### config.mk
export PLATFORM = sky130hd
export DESIGN_NAME = rau_control
export DESIGN_NICKNAME = d
export VERILOG_FILES = /design/src/rtl/core/rau_pkg.sv /design/src/rtl/core/rau_control.sv
export SDC_FILE = /design/constraint.sdc
export NUM_CORES = 1
export LEC_CHECK = 0
export BUFFER_PORTS_ARGS = -buffer_cell sky130_fd_sc_hd__buf_2
export CELL_PAD_IN_SITES_DETAIL_PLACEMENT = 0
export CELL_PAD_IN_SITES_GLOBAL_PLACEMENT = 1
export CORE_MARGIN = 5
export CORE_UTILIZATION = 34
export CTS_CLUSTER_SIZE = 20
export DETAILED_ROUTE_END_ITERATION = 10
export GPL_TIMING_DRIVEN = 0
export PLACE_DENSITY_LB_ADDON = 0.08
export SYNTH_ARGS = -nofsm -noshare
export SYNTH_HDL_FRONTEND = slang
export SYNTH_SLANG_ARGS = --single-unit
### constraint.sdc
create_clock -name clock -period 4.5 [get_ports clock]
set_clock_uncertainty 0.15 [all_clocks]
set_input_delay 0 -clock clock [delete_from_list [all_inputs] [get_ports clock]]
set_output_delay 0 -clock clock [all_outputs]
set_load 0.05 [all_outputs]
### src/rtl/core/rau_pkg.sv
// Package for the rational arithmetic unit: widths, operation and status codes,
// and the controller/datapath command enum and status struct. No dependencies.
package rau_pkg;
   localparam int NumWidth = 32;
   localparam int DenWidth = NumWidth - 1;
   localparam int WideWidth = 64;
   localparam int CntWidth = 7;

   typedef enum logic [2:0] {
      MODE_ADD = 3'd0,
      MODE_SUB = 3'd1,
      MODE_MUL = 3'd2,
      MODE_DIV = 3'd3,
      MODE_LT  = 3'd4
   } mode_type;

   localparam logic [1:0] ST_OK   = 2'd0;
   localparam logic [1:0] ST_DIV0 = 2'd1;
   localparam logic [1:0] ST_OVF  = 2'd2;

   typedef enum logic [3:0] {
      CMD_NONE,
      CMD_LOAD,
      CMD_MUL1,
      CMD_MUL2,
      CMD_MUL3,
      CMD_COMBINE,
      CMD_GCD_INIT,
      CMD_GCD_STEP,
      CMD_DIV_INIT,
      CMD_DIV_STEP,
      CMD_FINISH
   } cmd_type;

   typedef struct packed {
      logic early;
      logic gcd_done;
      logic div_done;
   } dp_status_type;
endpackage

### src/rtl/core/rau_control.sv
// Controller: sequences load, products, gcd, two divisions and output hold.
// Depends on rau_pkg.
module rau_control (
   input  logic                   clock,
   input  logic                   reset,
   input  logic                   req_fire,
   input  logic                   rsp_fire,
   input  rau_pkg::dp_status_type dp_status,
   output rau_pkg::cmd_type       cmd,
   output logic                   busy,
   output logic                   rsp_valid
);
   import rau_pkg::*;

   typedef enum logic [3:0] {
      S_IDLE, S_CHK, S_MUL1, S_MUL2, S_MUL3, S_COMB, S_GINIT, S_GCD,
      S_DINIT, S_DIV, S_DGAP, S_FIN, S_OUT
   } state_type;

   state_type state_ff, state_in;
   logic      second_ff, second_in;

   always_comb begin
      state_in = state_ff;
      second_in = second_ff;
      cmd = CMD_NONE;
      unique case (state_ff)
         S_IDLE: if (req_fire) begin
            cmd = CMD_LOAD;
            state_in = S_CHK;
         end
         S_CHK: begin
            state_in = dp_status.early ? S_OUT : S_MUL1;
         end
         S_MUL1: begin
            cmd = CMD_MUL1;
            state_in = S_MUL2;
         end
         S_MUL2: begin
            cmd = CMD_MUL2;
            state_in = S_MUL3;
         end
         S_MUL3: begin
            cmd = CMD_MUL3;
            state_in = S_COMB;
         end
         S_COMB: begin
            cmd = CMD_COMBINE;
            state_in = S_GINIT;
         end
         S_GINIT: begin
            if (dp_status.early) state_in = S_OUT;
            else begin
               cmd = CMD_GCD_INIT;
               state_in = S_GCD;
            end
         end
         S_GCD: begin
            cmd = CMD_GCD_STEP;
            if (dp_status.early) state_in = S_OUT;
            else if (dp_status.gcd_done) begin
               second_in = 1'b0;
               state_in = S_DINIT;
            end
         end
         S_DINIT: begin
            cmd = CMD_DIV_INIT;
            state_in = S_DIV;
         end
         S_DIV: begin
            if (dp_status.div_done) state_in = S_DGAP;
            else cmd = CMD_DIV_STEP;
         end
         S_DGAP: begin
            if (second_ff) state_in = S_FIN;
            else begin
               second_in = 1'b1;
               state_in = S_DINIT;
            end
         end
         S_FIN: begin
            cmd = CMD_FINISH;
            state_in = S_OUT;
         end
         S_OUT: if (rsp_fire) state_in = S_IDLE;
         default: state_in = S_IDLE;
      endcase
   end

   always_ff @(posedge clock) begin
      if (reset) begin
         state_ff <= S_IDLE;
         second_ff <= 1'b0;
      end else begin
         state_ff <= state_in;
         second_ff <= second_in;
      end
   end

   assign busy = (state_ff != S_IDLE);
   assign rsp_valid = (state_ff == S_OUT);
endmodule
== Word level (Yosys, flattened, before mapping) ==
Index checks and enable logic that the tools add are counted.

* Flip-flop bits (word level): 5
* Bits in latches: 0
* Bits in writable memories: 0
* Memory bits (read-only): 0
* Input bits: 7
* Output and inout bits: 6
* Memories: 0

* Add/subtract/negate cells: 0
* Multiply operators: 0
* Divide/modulo/power cells: 0
* $lt $le $gt $ge: 0
* Equal/unequal tests: 18
* Shift-type cells: 0
* Muxes and demuxes: 16
* Bitwise gates (word level): 0
* Reduce and logical (&&, ||, !) cells: 5

{| class="wikitable"
|+ Operator list
! operator !! number
|-
| case mux 4 bit (13 select lines) || 1
|-
| case mux 4 bit (10 select lines) || 1
|-
| two-way mux 4 bit || 8
|-
| == test 4 bit, second input constant || 5
|-
| == test 4 x 3 -> 1 bit, second input constant || 4
|-
| inequality test 2 bit, second input constant || 5
|-
| == test 4 x 2 -> 1 bit, second input constant || 2
|-
| == test 4 x 1 -> 1 bit, second input constant || 1
|-
| logical NOT 4 bit || 1
|-
| AND reduction 4 bit || 1
|-
| nonzero test 4 bit || 1
|-
| two-way mux 1 bit || 3
|-
| two-way mux 3 bit || 1
|-
| inequality test 3 bit, second input constant || 1
|-
| AND reduction 3 bit || 1
|-
| two-way mux 2 bit || 1
|-
| case mux 1 bit (2 select lines) || 1
|-
| nonzero test 2 bit || 1
|}

== Longest topological paths before layout ==
* Depth after elaboration: 3
* Depth in mapped cells: 5
* Mapped depth without buffers: 4

== Least setup slack after synthesis ==
Ideal clock, no wire load.

* Path type: flip-flop to output port
* From: register state_ff[1]
* To: output port cmd[3]
* Arrival: 3157 ps
* Required time: 4350 ps
* Path slack: 1193 ps
* Cell stages (with the launch flop): 4
* Buffers on the path: 1
* Cells stage by stage: dfxtp_1 buf_2 and2b_1 a2111oi_0

* Word-level cells in the longest chain between the ends: 2
* Elaborated cells on any way between the ends: 11
* Those cells by class: 9 x eq/ne; 1 x mux; 1 x reduce/logical

{| class="wikitable"
|+ RTL lines
! element !! line !! RTL
|-
| start, declared || rau_control.sv:20 || <nowiki>state_type state_ff, state_in;</nowiki>
|-
| start signal, assigned || rau_control.sv:95 || <nowiki>state_ff <= state_in;</nowiki>
|-
| == test 4 bit, or another cell as far along || rau_control.sv:27 || <nowiki>unique case (state_ff)</nowiki>
|-
| case mux 4 bit (10 select lines) (*) || rau_control.sv:27 ||
|-
| end, declared || rau_control.sv:9 || <nowiki>output rau_pkg::cmd_type cmd,</nowiki>
|}

Mark *: on every way between the ends. The rest lies on a longest branch, timed or not.

== Final worst setup path ==
* From: register state_ff[0]
* To: register state_ff[1]

* Word-level cells in the longest chain between the ends: 3
* Elaborated cells on any way between the ends: 19
* Those cells by class: 16 x eq/ne; 1 x mux; 2 x reduce/logical

{| class="wikitable"
|+ RTL lines
! element !! line
|-
| == test 4 x 3 -> 1 bit, or another cell as far along || rau_control.sv:27
|-
| inequality test 3 bit (no line) or inequality test 2 bit (tied branches) || -
|-
| AND reduction 4 bit (no line) || -
|}

Several ways; a longest one is shown, not always the timed one.
A chain may end at the register's enable or synchronous reset.

==> impl_metrics.py <==
metrics = {
    "placement": {
        "post-dp-hpwl_um": 906,
        "place.gp.congestion": 0.740,
        "io_buffers": 11,
    },
    "critical_path": {
        "critPathKind": "reg2reg",
        "path_max_fanout": 6,
        "cp-end-kind": "flip-flop",
        "critPathArrivalTime_ns": 1.99,
        "cp.required_ns": 4.51,
        "crit_path_start_kind": "flip-flop",
    },
    "cts": {
        "cts_root_buf": "clkbuf_4",
        "post-cts-setup-buffers": 0,
        "post_cts_resized": 0,
        "holdBufCountCts": 4,
        "clock-sinks": 5,
        "clk_path_buf_depth": 2,
        "cts_tree": "built",
        "numCtsBuffers": 3,
        "cts_htree_levels": 1,
        "clk_latency_ns": 0.24,
        "cts.clk_slew.worst_paths_ns": 0.04,
    },
    "floorplan": {
        "coreArea_sq_um": 1300,
        "io_pins": 13,
        "die_w_um": 47.2,
        "fp.dieH_um": 47.2,
        "start_util_pct": 36.2,
        "die-area_sq_um": 2230,
        "rows": 13,
    },
    "final_layout": {
        "final_common_cell": "buf_2",
        "fillers": 150,
        "area_delta_synth_final_pct": 29.8,
        "multiInputGateArea_sq_um": 315,
        "layout.nets": 90,
        "final_layout_size_suffix_gt1_share_pct": 29.3,
        "seq_area_sq_um": 100,
        "layout_common_cells": "buf_2 (13), a21oi_1 (8), nand2_1 (6)",
        "antennaDiodeCount": 0,
    },
    "yosys": {
        "ys_top_cells_by_area": "dfxtp_1 (21%), a21oi_1 (8.5%), nor2b_1 (6.6%)",
        "syn_inst": 63,
        "syn-mean-instance-area_sq_um": 7.47,
        "syn_area_sq_um": 470,
        "yosysWarnings": 0,
        "netlist.area_leader.share_pct": 21.3,
        "ys_seq_elements": 5,
        "synth_area_leader_cell": "dfxtp_1",
        "synth-seq-area-share_pct": 21.3,
        "synth_fp_nets": 70,
        "ys_types": 30,
    },
    "route": {
        "drt-vias-per-instance": 5.32,
        "wl_met2_um": 576,
        "wl_met1_um": 549,
        "vias": 516,
        "route.detailed.drc": 0,
        "routedWlPerCell_um": 12.3,
        "drt_iter0_drc": 6,
        "drt-total-wl_mm": 1.19,
        "wl_met3_um": 68,
        "dr.pass1.iters": 4,
        "final_antenna_net_count": 0,
        "top_layer": "met3",
    },
    "timing": {
        "slew_violations": 0,
        "final-setup-viol-count": 0,
        "setup_tns_ns": 0,
        "rsz0062_at_grt": "false",
        "relSlewSlack_pct": 78.4,
        "min_period_over_period_pct": 44.0,
        "fmax_ghz": 0.505,
        "final-hold-violation-count": 0,
        "worst_slew_pin_slew_ns": 0.316,
        "min_period_ns": 1.98,
    },
    "hold_path": {
        "hp-class": "in2reg",
    },
    "global_routing": {
        "grt_antenna_before_repair": 0,
        "grt-ovfl-total": 0,
        "grt_pass1_vias": 458,
        "grt_max_degree": 11,
        "track_usage_pct": 13.0,
        "grt_pass1_wl_mm": 2.05,
    },
    "power_and_ir_drop": {
        "ir_worst_vdd_v": 0.000322,
        "power.total_uw": 423,
        "p_per_area_nw_per_um2": 693,
        "p_leak_uw": 0.000270,
    },
    "flow_run": {
        "maxCapViolCount": 0,
    },
    "outcome": {
        "status": "completed",
    },
}
layer usage:
metal  GRT usage (%)  up-vias
met1            18.2      232
met3            2.68        0
met4            6.63        0
met5               0        -
li1                -      271
met2            18.4       13
cell type report:
cell class / count / area share, %
Sequential cell: 5 / 16.4
Tap cell: 15 / 3.07
Clock buffer: 4 / 4.30
Multi-Input combinational cell: 48 / 51.6
Inverter: 5 / 3.07
Timing Repair Buffer: 15 / 15.6
Buffer: 5 / 5.94
Yosys cell counts:
cell and n:
a21oi_1 8, nand2_1 6, dfxtp_1 5, nor2b_1 5, inv_1 4, nor2_1 4
o211ai_1 4, buf_2 2, buf_4 2, nor3b_1 2, o22ai_1 2, a2111oi_0 1
a21boi_0 1, a21boi_1 1, a22o_1 1, a2bb2oi_1 1, and2b_1 1, buf_6 1
inv_2 1, nand2b_4 1, nand3_1 1, nor4_1 1, o211a_1 1, o211ai_2 1
o21ai_0 1, o21ai_2 1, o311a_1 1, o32ai_1 1, o41ai_1 1, or4_4 1
registers in the layout, summed over array words and instances (netlist names):
name	count
second_ff	1
state_ff	4
per-stage QoR:
| step | std cells | util [%] | hold WS [ns] | worst slack (ns) | cell area [sq um] |
|---|---|---|---|---|---|
| after floorplan | 63 | - | -0.0809 | 1.19 | 470 |
| after global placement | 89 | 41.8 | 0.107 | 2.89 | 544 |
| after detailed placement | 89 | 41.8 | 0.109 | 2.91 | 544 |
| after CTS | 97 | 46.9 | 0.0151 | 2.54 | 611 |
| after global routing | 97 | 46.9 | 0.0454 | 2.41 | 611 |
| final | 97 | 46.9 | 0.0136 | 2.52 | 611 |
where the power goes:
part           internal [uW]  leakage (uW)  switching, uW
clock                   33.4     0.0000150           16.6
combinational           96.9      0.000214            204
sequential              58.4     0.0000409           14.0
total                    189      0.000270            234
path summary, 6_finish.rpt:
kind | endpoint | depth (start not counted) | slack, ns | startpoint
worst min-delay path | state_ff[3] | 4 | 0.01 | rsp_fire
worst max register to register | state_ff[1] | 4 | 2.52 | state_ff[0]
worst max-delay path | state_ff[1] | 4 | 2.52 | state_ff[0]
worst min register to register | state_ff[3] | 3 | 0.54 | state_ff[3]
cells by family after synthesis:
group                  share of synthesized area (%)
AO/OA/AOI/OAI                                   39.9
flip-flops                                      21.3
buffers and inverters                           11.7
AND/OR/NAND/NOR                                 27.1
worst max-delay path: stages, from the launching register on:
cell and delay, ns:
dfxtp_1 0.41, nand2_1 0.14, or4_4 0.46, dlygate4sd3_1 0.59, o22ai_1 0.15
(Power assumes the default switching activity.)
